[config.mk]
export PLATFORM = sky130hd
export DESIGN_NAME = range_instruction_coalescer
export DESIGN_NICKNAME = d
export VERILOG_FILES = /design/src/hdl/ric_pkg.sv /design/src/hdl/range_instruction_coalescer.sv /design/src/hdl/ric_in_reg.sv /design/src/hdl/ric_core.sv /design/src/hdl/ric_out_reg.sv
export SDC_FILE = /design/constraint.sdc
export NUM_CORES = 1
export LEC_CHECK = 0
export BUFFER_PORTS_ARGS = -buffer_cell sky130_fd_sc_hd__buf_2
export CAP_MARGIN = 5
export CORE_ASPECT_RATIO = 1.5
export CORE_MARGIN = 4
export CORE_UTILIZATION = 32
export DETAILED_ROUTE_END_ITERATION = 10
export GPL_TIMING_DRIVEN = 0
export PLACE_DENSITY_LB_ADDON = 0.25
export SYNTH_ARGS = -nofsm -noshare
export SYNTH_HDL_FRONTEND = slang
export SYNTH_HIERARCHICAL = 1
export SYNTH_SLANG_ARGS = --single-unit
[constraint.sdc]
create_clock -name clk -period 8.5 [get_ports clk]
set_clock_uncertainty 0.15 [all_clocks]
set_input_delay 0.85 -clock clk [delete_from_list [all_inputs] [get_ports clk]]
set_output_delay 0.85 -clock clk [all_outputs]
set_load 0.005 [all_outputs]
[src/hdl/ric_pkg.sv]
// Shared types and constants for the range instruction coalescer.
// Used by every module of the block; depends on nothing else.
package ric_pkg;

  // Width of the slot and count fields of an item
  localparam int RIC_FIELD_W = 8;
  // Width of an opaque instruction word
  localparam int RIC_WORD_W = 32;
  // Default number of significant slot bits
  localparam int RIC_SLOT_BITS_DEF = 8;
  // Largest count that a merged instruction may carry
  localparam logic [RIC_FIELD_W:0] RIC_MAX_COUNT = (RIC_FIELD_W + 1)'(255);

  // Stream widths
  localparam int RIC_S_TDATA_W = 64;
  localparam int RIC_M_TDATA_W = 56;

  // Request modes carried in the input tuser
  typedef enum logic [1:0] {
    MODE_CLEAR  = 2'd0,
    MODE_COPY   = 2'd1,
    MODE_OPAQUE = 2'd2,
    MODE_FLUSH  = 2'd3
  } mode_t;

  // Kinds of emitted instruction
  typedef enum logic [2:0] {
    KIND_CLEAR  = 3'd0,
    KIND_SINGLE = 3'd1,
    KIND_MULTI  = 3'd2,
    KIND_VAR    = 3'd3,
    KIND_OPAQUE = 3'd4
  } kind_t;

  // One request item after unpacking
  typedef struct packed {
    mode_t                  mode;
    logic [RIC_FIELD_W-1:0] dest;
    logic [RIC_FIELD_W-1:0] source;
    logic [RIC_FIELD_W-1:0] count;
    logic                   var_count;
    logic                   jump_target;
    logic [RIC_WORD_W-1:0]  word;
  } req_t;

  // One emitted instruction
  typedef struct packed {
    kind_t                  kind;
    logic [RIC_FIELD_W-1:0] dest;
    logic [RIC_FIELD_W-1:0] source;
    logic [RIC_FIELD_W-1:0] count;
    logic [RIC_WORD_W-1:0]  word;
  } res_t;

endpackage

[src/hdl/range_instruction_coalescer.sv]
// Range instruction coalescer: peephole merging of clear-range and copy-range
// items into one pending instruction. One item is accepted every cycle while the
// result register is free or being drained; an item passes the input register,
// the merge logic and the result register. Each item causes at most one result,
// always with tlast set. Depends on ric_pkg, ric_in_reg, ric_core and ric_out_reg.
module range_instruction_coalescer #(
  parameter int SLOT_BITS = ric_pkg::RIC_SLOT_BITS_DEF
) (
  input  logic                              clk,
  input  logic                              rst,
  // s_tdata: dest_slot[7:0], source_slot[15:8], slot_count[23:16],
  //          variable_count[24], at_jump_target[25], opaque_word[57:26], zeros
  input  logic                              s_tvalid,
  output logic                              s_tready,
  input  logic [ric_pkg::RIC_S_TDATA_W-1:0] s_tdata,
  // s_tuser: mode[1:0]
  input  logic [1:0]                        s_tuser,
  // m_tdata: out_dest[7:0], out_source[15:8], out_count[23:16], out_word[55:24]
  output logic                              m_tvalid,
  input  logic                              m_tready,
  output logic [ric_pkg::RIC_M_TDATA_W-1:0] m_tdata,
  // m_tuser: out_kind[2:0]
  output logic [2:0]                        m_tuser,
  output logic                              m_tlast
);
  import ric_pkg::*;

  req_t req_in;
  req_t req;
  logic req_valid;
  logic advance;
  logic emit;
  res_t result;
  res_t out_res;

  // Unpack the incoming item
  assign req_in.mode        = mode_t'(s_tuser);
  assign req_in.dest        = s_tdata[7:0];
  assign req_in.source      = s_tdata[15:8];
  assign req_in.count       = s_tdata[23:16];
  assign req_in.var_count   = s_tdata[24];
  assign req_in.jump_target = s_tdata[25];
  assign req_in.word        = s_tdata[57:26];

  // An item moves on when the result register is free or being drained
  assign advance  = req_valid && (!m_tvalid || m_tready);
  assign s_tready = !req_valid || advance;

  ric_in_reg u_in_reg (
    .clk       (clk),
    .rst       (rst),
    .load      (s_tvalid && s_tready),
    .advance   (advance),
    .req_in    (req_in),
    .req_valid (req_valid),
    .req       (req)
  );

  ric_core #(
    .SLOT_BITS (SLOT_BITS)
  ) u_core (
    .clk    (clk),
    .rst    (rst),
    .go     (advance),
    .req    (req),
    .emit   (emit),
    .result (result)
  );

  ric_out_reg u_out_reg (
    .clk       (clk),
    .rst       (rst),
    .load      (advance),
    .emit      (emit),
    .result    (result),
    .taken     (m_tready),
    .out_valid (m_tvalid),
    .out_res   (out_res)
  );

  // Pack the result item
  assign m_tdata = {out_res.word, out_res.count, out_res.source, out_res.dest};
  assign m_tuser = out_res.kind;
  assign m_tlast = 1'b1;

endmodule

[src/hdl/ric_in_reg.sv]
// Input register of the coalescer: captures one request item per cycle while load is set.
// Depends on ric_pkg for the request type.
module ric_in_reg (
  input  logic          clk,
  input  logic          rst,
  input  logic          load,
  input  logic          advance,
  input  ric_pkg::req_t req_in,
  output logic          req_valid,
  output ric_pkg::req_t req
);
  import ric_pkg::*;

  // Valid flag: set by a new item, cleared once the item has been processed
  always_ff @(posedge clk) begin
    if (rst) begin
      req_valid <= 1'b0;
    end else if (load) begin
      req_valid <= 1'b1;
    end else if (advance) begin
      req_valid <= 1'b0;
    end
  end

  // Payload needs no reset
  always_ff @(posedge clk) begin
    if (load) begin
      req <= req_in;
    end
  end

endmodule

[src/hdl/ric_core.sv]
// Merge decision and pending instruction register of the coalescer.
// Depends on ric_pkg for request, result and kind types.
module ric_core #(
  parameter int SLOT_BITS = ric_pkg::RIC_SLOT_BITS_DEF
) (
  input  logic          clk,
  input  logic          rst,
  input  logic          go,
  input  ric_pkg::req_t req,
  output logic          emit,
  output ric_pkg::res_t result
);
  import ric_pkg::*;

  localparam int SW = (SLOT_BITS < RIC_FIELD_W) ? SLOT_BITS : RIC_FIELD_W;
  localparam int EW = RIC_FIELD_W + 1;

  logic                   pend_valid;
  res_t                   pend;
  logic                   pend_valid_next;
  res_t                   pend_next;

  logic [RIC_FIELD_W-1:0] t;
  logic [RIC_FIELD_W-1:0] f;
  logic [EW-1:0]          t_w;
  logic [EW-1:0]          f_w;
  logic [EW-1:0]          n_w;
  logic [EW-1:0]          pt_w;
  logic [EW-1:0]          pf_w;
  logic [EW-1:0]          pn_w;
  logic [EW-1:0]          t_end;
  logic [EW-1:0]          f_end;
  logic [EW-1:0]          pt_end;
  logic [EW-1:0]          pf_end;
  logic [EW-1:0]          lo_dest;
  logic [EW-1:0]          hi_dest;
  logic [EW-1:0]          new_count;
  logic                   count_ok;
  logic                   clear_merge;
  logic                   copy_merge;
  logic                   merge;

  // Slots are taken modulo the slot width
  assign t = RIC_FIELD_W'(req.dest[SW-1:0]);
  assign f = RIC_FIELD_W'(req.source[SW-1:0]);

  // Range ends, one bit wider so that they never wrap
  assign t_w    = {1'b0, t};
  assign f_w    = {1'b0, f};
  assign n_w    = {1'b0, req.count};
  assign pt_w   = {1'b0, pend.dest};
  assign pf_w   = {1'b0, pend.source};
  assign pn_w   = {1'b0, pend.count};
  assign t_end  = t_w + n_w;
  assign f_end  = f_w + n_w;
  assign pt_end = pt_w + pn_w;
  assign pf_end = pf_w + pn_w;

  // Span of the merged destination range
  assign lo_dest   = (pt_w < t_w) ? pt_w : t_w;
  assign hi_dest   = (pt_end > t_end) ? pt_end : t_end;
  assign new_count = hi_dest - lo_dest;
  assign count_ok  = (new_count <= RIC_MAX_COUNT);

  // Clear merges when both ranges overlap or touch, there is no jump target and the count fits
  assign clear_merge = pend_valid && (pend.kind == KIND_CLEAR) && !req.jump_target &&
                       (((pt_w <= t_w) && (t_w <= pt_end)) ||
                        ((t_w <= pt_w) && (pt_w <= t_end))) && count_ok;

  // Copy merges on equal offset, touching sources and no overwrite of the new source
  assign copy_merge = pend_valid && !req.jump_target && !req.var_count &&
                      ((pend.kind == KIND_SINGLE) || (pend.kind == KIND_MULTI)) &&
                      ((pf_w + t_w) == (f_w + pt_w)) &&
                      (((f_w <= pf_w) && (pf_w <= f_end)) ||
                       ((pf_w <= f_w) && (f_w <= pf_end))) &&
                      ((pt_w >= f_end) || (pt_end <= f_w)) && count_ok;

  // Next pending state and emit decision for the item under work
  always_comb begin
    pend_valid_next = pend_valid;
    pend_next       = pend;
    emit            = 1'b0;
    merge           = 1'b0;
    if (go) begin
      case (req.mode)
        MODE_FLUSH: begin
          emit            = pend_valid;
          pend_valid_next = 1'b0;
        end
        MODE_OPAQUE: begin
          emit            = pend_valid;
          pend_valid_next = 1'b1;
          pend_next       = '{KIND_OPAQUE, '0, '0, '0, req.word};
        end
        MODE_CLEAR: begin
          if (clear_merge) begin
            merge          = 1'b1;
            pend_next.dest  = lo_dest[RIC_FIELD_W-1:0];
            pend_next.count = new_count[RIC_FIELD_W-1:0];
          end else begin
            emit            = pend_valid;
            pend_valid_next = 1'b1;
            pend_next       = '{KIND_CLEAR, t, '0, req.count, '0};
          end
        end
        MODE_COPY: begin
          if (req.count == '0) begin
            // Zero-count copy is dropped
          end else if (req.var_count) begin
            emit            = pend_valid;
            pend_valid_next = 1'b1;
            pend_next       = '{KIND_VAR, t, f, req.count, '0};
          end else if (copy_merge) begin
            merge            = 1'b1;
            pend_next.kind   = (new_count == EW'(1)) ? KIND_SINGLE : KIND_MULTI;
            pend_next.dest   = lo_dest[RIC_FIELD_W-1:0];
            pend_next.source = (pf_w < f_w) ? pend.source : f;
            pend_next.count  = new_count[RIC_FIELD_W-1:0];
          end else begin
            emit            = pend_valid;
            pend_valid_next = 1'b1;
            pend_next       = '{(req.count == RIC_FIELD_W'(1)) ? KIND_SINGLE : KIND_MULTI,
                                t, f, req.count, '0};
          end
        end
        default: begin
          pend_valid_next = pend_valid;
        end
      endcase
    end
  end

  // The emitted instruction is the pending one before the update
  assign result = pend;

  // Pending instruction register
  always_ff @(posedge clk) begin
    if (rst) begin
      pend_valid <= 1'b0;
    end else begin
      pend_valid <= pend_valid_next;
    end
  end

  always_ff @(posedge clk) begin
    pend <= pend_next;
  end

  // A flush always leaves nothing pending
  assert property (@(posedge clk) disable iff (rst)
    go && (req.mode == MODE_FLUSH) |=> !pend_valid)
    else $error("pending instruction survived a flush");

  // An opaque request always becomes the pending instruction
  assert property (@(posedge clk) disable iff (rst)
    go && (req.mode == MODE_OPAQUE) |=> pend_valid && (pend.kind == KIND_OPAQUE))
    else $error("opaque request did not become pending");

  // Only a valid pending instruction is ever emitted
  assert property (@(posedge clk) disable iff (rst)
    emit |-> pend_valid)
    else $error("emitted an empty pending slot");

  // A merge never emits, and leaves the pending instruction valid
  assert property (@(posedge clk) disable iff (rst)
    merge |-> !emit ##1 pend_valid)
    else $error("merge emitted or lost the pending instruction");

endmodule

[src/hdl/ric_out_reg.sv]
// Result register of the coalescer: holds one emitted instruction until taken.
// Depends on ric_pkg for the result type.
module ric_out_reg (
  input  logic          clk,
  input  logic          rst,
  input  logic          load,
  input  logic          emit,
  input  ric_pkg::res_t result,
  input  logic          taken,
  output logic          out_valid,
  output ric_pkg::res_t out_res
);
  import ric_pkg::*;

  // Valid flag: a processed item loads its result (or none), a transfer empties it
  always_ff @(posedge clk) begin
    if (rst) begin
      out_valid <= 1'b0;
    end else if (load) begin
      out_valid <= emit;
    end else if (taken) begin
      out_valid <= 1'b0;
    end
  end

  always_ff @(posedge clk) begin
    if (load && emit) begin
      out_res <= result;
    end
  end

endmodule
Word level (Yosys, flattened, before mapping)
Index checks and enable logic that the tools add are counted.
- bitwise gates (word level): 0
- mux-type cells: 30
- magnitude comparators: 14
- equal/unequal tests: 12
- multiply operators: 0
- div/mod/pow operators: 0
- add/subtract/negate cells: 7
- reduce and logical (&&, ||, !) cells: 40
- shift operators: 0
- operators with widths (kind ; number):
    one-hot mux 59 bit (3 select lines) ; 1
    2-to-1 mux 59 bit ; 2
    2-to-1 mux 32 bit ; 2
    adder 8 x 8 -> 9 bit ; 6
    2-to-1 mux 8 bit ; 5
    less-or-equal comparator 8 x 9 -> 1 bit ; 4
    less-or-equal comparator 8 bit ; 4
    2-to-1 mux 27 bit ; 1
    logical AND 1 bit ; 18
    less-than comparator 8 bit ; 2
    2-to-1 mux 1 bit ; 13
    AND reduction 5 bit ; 2
    == test 9 x 1 -> 1 bit, second input constant ; 1
    == test 9 bit ; 1
    >= comparator 8 x 9 -> 1 bit ; 1
    greater-than comparator 9 bit ; 1
    less-or-equal comparator 9 x 8 -> 1 bit ; 1
    less-or-equal comparator 9 x 8 -> 1 bit, second input constant ; 1
    2-to-1 mux 9 bit ; 1
    subtractor 9 bit ; 1
    == test 8 x 1 -> 1 bit, second input constant ; 1
    zero test 8 bit ; 1
    AND reduction 4 bit ; 2
    logical OR 1 bit ; 6
    other kinds (18) ; 25
- flip-flop bits (word level): 181
- memories: 0
- output and inout bits: 62
- bits in writable memories: 0
- bits in latches: 0
- ROM bits: 0

Depth between registers and ports, before layout
Gate-level depths: netlist of the first run.
- depth after elaboration: 14
- mapped depth: 29
- depth with buffers taken out: 28

Modules after synthesis
Netlist of the first run, hierarchy kept.
- modules (own cells, without submodules) (module ; area each (um^2) ; seq. area each (um^2) ; cells an instance ; instances):
    ric_core ; 6887.9 ; 1791.7 ; 734 ; 1
    ric_in_reg ; 1840.5 ; 1821.7 ; 64 ; 1
    ric_out_reg ; 1813.0 ; 1791.7 ; 64 ; 1
    range_instruction_coalescer ; 48.8 ; 0.0 ; 6 ; 1

Worst setup path before layout of the first run
No wires, ideal clock.
- kind: register to register
- start point: register u_core.pend (netlist bit u_core/result[51])
- end point: register u_core.pend (netlist bit u_core/result[0]) (enable)
- arrival: 7.765 ns
- period minus slack after synthesis: 8.376 ns
- cell stages (with the launch flop): 24
- slack: 0.124 ns
- setup time: 0.461 ns
- path buffers: 0
- path through: edfxtp_1 ha_1 a21o_1 and2_1 or3_1 xor2_1 ha_1 nand2b_1 nor3_1 o41ai_4 a31oi_4 a32oi_1 mux2i_1 inv_1 fa_1 nor2b_1 o21ai_0 a21boi_0 o21ai_0 a21o_1 and3_1 a31oi_4 a21oi_1 nor3_1
- word-level cells in the longest chain between the ends: 8
- ends and longest elaborated chain (item ; line ; source):
    start, declared ; ric_core.sv:19 ; res_t pend;
    start signal, assigned ; ric_core.sv:146 ; pend <= pend_next;
    adder 8 x 8 -> 9 bit (on tied branches) ; ric_core.sv:56, ric_core.sv:73 ;
    greater-than comparator 9 bit (tied with other cells) ; ric_core.sv:61 ; assign hi_dest = (pt_end > t_end) ? pt_end : t_end;
    2-to-1 mux 9 bit (tied with other cells) ; ric_core.sv:61 ;
    subtractor 9 bit (tied with other cells) ; ric_core.sv:62 ; assign new_count = hi_dest - lo_dest;
    less-or-equal comparator 9 x 8 -> 1 bit (tied with other cells) ; ric_core.sv:63 ; assign count_ok = (new_count <= RIC_MAX_COUNT);
    logical AND 1 bit (on tied branches) ; ric_core.sv:76, ric_core.sv:68 ;
    inequality test 3 bit (no line) or inequality test 2 bit (tied branches) ; -- ;
    AND reduction 5 bit (no line) (*) ; -- ;
Every way passes the cells marked *; elsewhere a longest branch is shown, timed or not.
A chain may end at the register's enable or synchronous reset.

Worst setup path in the final report of the first run
- start point: register, netlist name u_in_reg/req[51]
- end point: register, netlist name u_out_reg/out_res[54]
- word-level cells in the longest chain between the ends: 12
- ends and longest elaborated chain (item ; line ; source):
    adder 8 x 8 -> 9 bit (on tied branches) ; ric_core.sv:54, ric_core.sv:73 ;
    greater-than comparator 9 bit or == test 9 bit (tied branches) ; ric_core.sv:61, ric_core.sv:73 ;
    2-to-1 mux 9 bit or logical AND 1 bit (tied branches) ; ric_core.sv:61, ric_core.sv:72 ;
    subtractor 9 bit or logical AND 1 bit (tied branches) ; ric_core.sv:62, ric_core.sv:73 ;
    less-or-equal comparator 9 x 8 -> 1 bit or logical AND 1 bit (tied branches) ; ric_core.sv:63, ric_core.sv:75 ;
    logical AND 1 bit ; ric_core.sv:76 ; ((pt_w >= f_end) || (pt_end <= f_w)) && count_ok;
    2-to-1 mux 1 bit ; ric_core.sv:113 ; end else if (copy_merge) begin
    2-to-1 mux 1 bit ; ric_core.sv:109 ; end else if (req.var_count) begin
    2-to-1 mux 1 bit ; ric_core.sv:107 ; if (req.count == '0) begin
    one-hot mux 1 bit (3 select lines) (*) ; ric_core.sv:85 ; case (req.mode)
    2-to-1 mux 1 bit (*) ; ric_core.sv:84 ; if (go) begin
    named net emit ; range_instruction_coalescer.sv:32 ; logic emit;
    logical AND 1 bit (*) ; ric_out_reg.sv:27 ; if (load && emit) begin
Mark *: on every way through the listed nets, which the timed path passes. The rest lies on a longest branch.

==> reports/results.ini, run 1 <==
[timing]
period_needed_ns = 8.097
worstMarginPinSlew_ns = 1.209
setup_viol = 0
final_hold_viol_count = 0
post-route-period-util_pct = 95.26
slew_headroom_pct = 17.29
drv_slew = 0
fmax_mhz = 123.5

[grt]
grt_overflow_total = 0
antenna_found_initial = 0
grt_max_degree = 61
grt_pass1_wl_mm = 42.82
grt_use_total_pct = 16.09
grt_pass1_vias = 7827

[route]
via_count = 7464
first_pass_iters = 5
vias_per_cell = 5.173
drt_iter0_markers = 259
drc = 0
wirelength_mm = 28.94
antenna_left = 0
wl_per_cell_um = 20.06

[final_layout]
layout_commonest_cell = edfxtp_1
stdcell_area_um2 = 12460
diodes = 0
flow.area_growth_from_synthesis_pct = 17.70
layout_common_cells = edfxtp_1, buf_2, ha_1, a21oi_1, inv_1
drive_gt1_share_pct = 18.58
nets = 1214
fill_cells = 3238

[pwr]
finalPower_w = 0.002801
p_per_area_nw_per_um2 = 224.7
leakage_nw = 5.018
peakVddDrop_mv = 0.1291

[worst_setup_path]
r2r-start = u_in_reg/req[51]$_DFFE_PP_
cp-end-kind = flip-flop
critPathLaunch = u_in_reg/req[51]$_DFFE_PP_
start_kind = flip-flop
endpoint = u_out_reg/out_res[54]$_DFFE_PP_
rrSetupSlack_ns = 0.40
worstSetupPathType = reg2reg
timing.rr.end = u_out_reg/out_res[54]$_DFFE_PP_
reg2regPathDepth = 27
worstPathMaxFanout = 39
arrival_ns = 8.09
cp.required_ns = 8.49

[synth]
synth_top_family_by_area = adder cells
syn-num-nets = 1067
synthesis.instances = 868
ys.flop_type = edfxtp_1
synth_area_per_cell_um2 = 12.20
muxShareOfSynthArea_pct = 0.4726
yosysWarningCount = 6
seq_area_frac_synth_pct = 51.04
synth-xor-area-share_pct = 3.993
synthArstFlopShare_pct = 0
synthSimpleGateAreaFrac_pct = 11.47
synth_edf_count = 178
ys_ff_latch = 181
synthAdderAreaFrac_pct = 15.74
syn_area_um2 = 10590
yosysUniqueCellTypes = 72
synth-compound-area-share_pct = 14.61

[min_path]
min_path_type = reg2reg

[placed_design]
io_buffers = 124
hpwlAfterDp_mm = 23.06
dpl_cell_area_um2 = 11810
gp_congestion = 0.9650

[clock_network]
cts_sinks = 181
clockBufferDepth = 2
clock_latency_ns = 0.45
post_cts.repair.setup_buffers = 0
clk_pin_slew_ns = 0.08
cts-root-buf = clkbuf_16
htree_levels = 4
holdBufCountCts = 0
cts_made_buffers = 17
cts_tree = yes

[floorplan]
rows = 81
initial_core_util_pct = 32.45
die_area_um2 = 36130
core_area_um2 = 32630
die_w_um = 156.5
io_pins = 132
die_y_um = 230.8

[flow_run]
drv_cap = 0

[outcome]
status = complete, no violations

routing by layer:
metal	share of wire, %	routed length [µm]	track usage (%)	vias up
li1	-	-	-	3590
met1	36	10290	15.94	3579
met2	54	15660	29.93	207
met3	4.1	1177	3.226	88
met4	6.3	1809	10.23	0
met5	0	0	0	-
worst min path at each step:
stage | startpoint | endpoint | slack, ns | cells past startpoint
global route | u_core/result[31]$_DFFE_PP_ | u_out_reg/out_res[31]$_DFFE_PP_ | 0.27 | 0
global placement | u_core/result[9]$_DFFE_PP_ | u_out_reg/out_res[9]$_DFFE_PP_ | 0.25 | 0
detailed placement | u_core/result[30]$_DFFE_PP_ | u_out_reg/out_res[30]$_DFFE_PP_ | 0.25 | 0
CTS | u_core/result[31]$_DFFE_PP_ | u_out_reg/out_res[31]$_DFFE_PP_ | 0.27 | 0
floorplan | u_core/result[0]$_DFFE_PP_ | u_out_reg/out_res[0]$_DFFE_PP_ | 0.25 | 0
finish | u_core/result[31]$_DFFE_PP_ | u_out_reg/out_res[31]$_DFFE_PP_ | 0.27 | 0
power by group:
group / leakage (nW) / switching, W / internal (W)
Sequential: 1.70 / 0.0000448 / 0.00104
Combinational: 3.01 / 0.000537 / 0.000358
Clock: 0.302 / 0.000419 / 0.000406
Total: 5.02 / 0.00100 / 0.00180
worst max-delay path, cell delays in order, from the launching register on:
cell and delay [ns]:
edfxtp_1 0.56, ha_1 0.36, a211oi_1 0.66, o21bai_1 0.15, a21oi_1 0.20, xnor2_1 0.24, ha_1 0.31, nand2b_1 0.20
nor3_1 0.09, o41ai_4 0.51, a31oi_4 0.25, a32oi_4 0.40, mux2i_1 0.32, inv_1 0.10, fa_1 0.46, nor2b_1 0.18
o21ai_0 0.15, a21boi_0 0.34, o21ai_0 0.16, a21o_1 0.23, and3_1 0.22, a31oi_4 0.27, a22o_1 0.18, buf_4 0.20
and3_1 0.19, nand2_1 0.10, inv_4 0.29, buf_12 0.26
stage by stage:
stage               setup slack (ns)  cells   TNS, ns  util [%]  hold slack (ns)
finish                        0.4033   1443         0     38.19           0.2712
global route               -0.006710   1443  -0.04407     38.19           0.2740
CTS                           0.1283   1443         0     38.13           0.2730
detailed placement          -0.06876   1411    -2.297     36.20           0.2545
global placement              -2.140   1407   -131.80     35.94           0.2506
floorplan                     0.1240    868         0         -           0.2503
cell usage after synthesis (all sizes together) (15+ instances only):
cell type  number  area share (%)
inv            57             2.0
nor2           48             1.7
edfxtp        178              50
ha            122              14
o21ai          37             1.7
nand2b         20             1.2
xnor2          24             2.0
a21o           17             1.2
nand3          15            0.71
a21oi          63             3.0
and2           39             2.3
nand2          32             1.1
cells by family (layout without fill, tap and decap cells):
| family | count (synthesis) | in the layout |
|---|---|---|
| AND/OR/NAND/NOR | 224 | 224 |
| buffers and inverters | 71 | 231 |
| other | 1 | 1 |
| flip-flops | 181 | 181 |
| XOR/XNOR | 42 | 42 |
| AO/OA/AOI/OAI | 215 | 215 |
| adder cells (fa/ha/maj) | 129 | 129 |
| multiplexers | 5 | 5 |
state kept, by name, summed over array words and instances, names as in the netlist:
name                 count
u_in_reg/req            60
u_core/result           59
u_out_reg/out_res       59
u_core/pend_valid        1
u_in_reg/req_valid       1
u_out_reg/out_valid      1
final cells by class:
cell class / count / area (µm²) / area share, %
Sequential cell: 181 / 5405 / 43.36
Buffer: 14 / 65.06 / 0.5220
Multi-Input combinational cell: 616 / 4943 / 39.66
Tap cell: 415 / 519.2 / 4.166
Clock inverter: 15 / 198.9 / 1.596
Timing Repair Buffer: 128 / 690.7 / 5.541
Inverter: 57 / 216.5 / 1.737
Clock buffer: 17 / 425.4 / 3.413
repair_timing:
item	4_1_cts	5_1_grt
gates resized for setup	1	4
gates cloned	0	0
endpoints found under the hold margin	0	0
endpoints found under the setup margin	51	61
Power figures use the tool's default switching activity.
==> run 2: changes to the inputs <==
--- a/config.mk
+++ b/config.mk
@@ -5,6 +5,7 @@
 export SDC_FILE = /design/constraint.sdc
 export NUM_CORES = 1
 export LEC_CHECK = 0
+export ABC_AREA = 1
 export BUFFER_PORTS_ARGS = -buffer_cell sky130_fd_sc_hd__buf_2
 export CAP_MARGIN = 5
 export CORE_ASPECT_RATIO = 1.5
@@ -15,5 +16,4 @@
 export PLACE_DENSITY_LB_ADDON = 0.25
 export SYNTH_ARGS = -nofsm -noshare
 export SYNTH_HDL_FRONTEND = slang
-export SYNTH_HIERARCHICAL = 1
 export SYNTH_SLANG_ARGS = --single-unit
==> reports/results.ini, run 2 <==
[clock_network]
cts_made_buffers = 17
cts_tree = yes
holdBufCountCts = 0
cts_sinks = 181
post_cts.repair.setup_buffers = 0
htree_levels = 4
cts-root-buf = clkbuf_16
cts_resized = 0
clk_pin_slew_ns = 0.08
clock_latency_ns = 0.46
clockBufferDepth = 2

[min_path]
hp-start = u_core.result[17]$_DFFE_PP_
hold_end = u_out_reg.out_res[17]$_DFFE_PP_
min_path_type = reg2reg
worstHoldPathCells = 0

[synth]
synth_area_per_cell_um2 = 10.08
yosysWarningCount = 0
ys.flop_type = edfxtp_1
synthTopCellsByArea = edfxtp_1, ha_1, nand2_1, inv_1, a21oi_1
syn_area_um2 = 10710
post-synth-top-count-cell = nand2_1
synthArstFlopShare_pct = 0
syn-num-nets = 1262
ys_ff_latch = 181
synth_edf_count = 178
yosysTopAreaCellShare_pct = 49.89
synthesis.instances = 1063
synth_top_cell_by_area = edfxtp_1
seq_area_frac_synth_pct = 50.45
yosysUniqueCellTypes = 49
yosys-top-cells-count = nand2_1, edfxtp_1, inv_1

[timing]
slew_headroom_pct = 40.22
period_needed_ns = 7.279
rsz0062_at_grt = false
final.setup.tns_ns = 0
post-route-period-util_pct = 85.64
worstMarginPinSlew_ns = 0.8954
setup_viol = 0
worst_slack_ns = 1.221
drv_slew = 0
fmax_mhz = 137.4
final_hold_viol_count = 0

[pwr]
leakage_nw = 5.819
p_per_area_nw_per_um2 = 193.9
peakVddDrop_mv = 0.1822
finalPower_w = 0.002436

[final_layout]
stdcell_area_um2 = 12560
nets = 1409
layout_commonest_cell = nand2_1
layout_common_cells = nand2_1, edfxtp_1, inv_1, buf_2, ha_1
fin_cells = 1641
regMostFlops = u_in_reg.req
drive_gt1_share_pct = 18.07
ff_latch_area_um2 = 5405
fill_cells = 3280
multi_input_area_um2 = 4603
largest_reg_flops = 60
flow.area_growth_from_synthesis_pct = 17.27

[route]
wl_per_cell_um = 17.17
drc = 0
antenna_left = 0
via_count = 7847
vias_per_cell = 4.782
first_pass_iters = 7
wirelength_mm = 28.17
drt_iter0_markers = 312

[worst_setup_path]
rrSetupSlack_ns = 1.22
slowest_delay_ns = 0.67
reg2regPathDepth = 33
worstPathMaxFanout = 19
r2r-start = u_core.result[49]$_DFFE_PP_
cp.required_ns = 8.51
timing.rr.end = u_core.result[21]$_DFFE_PP_
cp-end-kind = flip-flop
cpMaxStageDelayCell = edfxtp_1
worstSetupPathType = reg2reg
arrival_ns = 7.29
cp_common_cell = nand2_1
start_kind = flip-flop

[placed_design]
gp_congestion = 0.8886
dpl_cell_area_um2 = 11930
dp_cells = 1606
post-place-ws_ns = 1.199
hpwlAfterDp_mm = 22.21
io_buffers = 124

[flow_run]
drv_cap = 0

[floorplan]
die_area_um2 = 36530
core_area_um2 = 32840
rows = 81
die_w_um = 157.4
initial_core_util_pct = 32.63
io_pins = 132
die_y_um = 232.1

[grt]
grt_use_total_pct = 15.70
grt_overflow_total = 0
grt_pass1_wl_mm = 42.55
antenna_found_initial = 6
grt_pass1_vias = 7565
grt_max_degree = 41

[outcome]
status = complete, no violations

==> run 2: changes by cell type after synthesis, sizes merged, moves of 9 or more <==
cell	previous run	this run
nand3	15	55
o32ai	10	0
inv	57	169
o21ai	37	49
nand2	32	251
and2	39	1
nand2b	20	0
o21a	10	1
a21o	17	4
==> run 2: layout make-up <==
type                       instances  area share (%)
antenna                            3         0.05975
sequential                       181           43.02
clock buffer                      17           3.386
timing repair buffer             128           5.497
tap                              415           4.133
multi-input combinational        702           36.64
clock inverter                    15           1.623
inverter                         171           5.128
buffer                             9          0.5178
==> run 2: worst max path at each step <==
stage | from | end | cells past startpoint
after detailed placement | u_core.result[49]$_DFFE_PP_ | u_core.result[13]$_DFFE_PP_ | 33
final | u_core.result[49]$_DFFE_PP_ | u_core.result[21]$_DFFE_PP_ | 33
after global placement | u_core.result[49]$_DFFE_PP_ | u_out_reg.out_res[44]$_DFFE_PP_ | 32
after floorplan | u_core.result[51]$_DFFE_PP_ | u_out_reg.out_res[0]$_DFFE_PP_ | 34
after global routing | u_core.result[49]$_DFFE_PP_ | u_core.result[21]$_DFFE_PP_ | 33
after CTS | u_core.result[49]$_DFFE_PP_ | u_core.result[21]$_DFFE_PP_ | 33
==> run 2: power by group <==
part           internal (W)  switching, W  total, W
Combinational      0.000207      0.000336  0.000543
Sequential          0.00102     0.0000412   0.00106
Clock              0.000409      0.000422  0.000831
Total               0.00164      0.000799   0.00244
==> run 2: kinds of logic after synthesis <==
group	share of synthesized area, %
other	0.03500
buffers and inverters	6.622
and+or+nand+nor	16.77
adders and majority gates	15.56
DFF	50.45
xor gates and xnor gates	3.013
AOI/OAI and AO/OA	7.556
==> run 2: critical path, delay by kind of cell (launching register included) <==
kind	cells	cell delay [ns]
flip-flops	1	0.67
AND/OR/NAND/NOR	13	1.17
adder cells (fa/ha/maj)	4	1.39
buffers and inverters	7	1.61
AO/OA/AOI/OAI	8	1.52
XOR/XNOR	1	0.46
==> run 2: metal layers <==
metal | vias to the layer above | routed length, µm | global-route usage (%)
met5 | - | 57 | 0
met4 | 8 | 1448 | 8.878
met3 | 72 | 1565 | 3.394
met2 | 216 | 14160 | 26.91
met1 | 3628 | 10950 | 17.93
li1 | 3923 | - | -
==> run 2: per-stage QoR <==
| stage | hold slack (ns) | util (%) |
|---|---|---|
| 2_1_floorplan | 0.2503 | - |
| 3_3_place_gp | 0.2519 | 36.10 |
| 3_5_place_dp | 0.2545 | 36.32 |
| 4_1_cts | 0.2662 | 38.24 |
| 5_1_grt | 0.2673 | 38.25 |
| 6_report | 0.2677 | 38.26 |
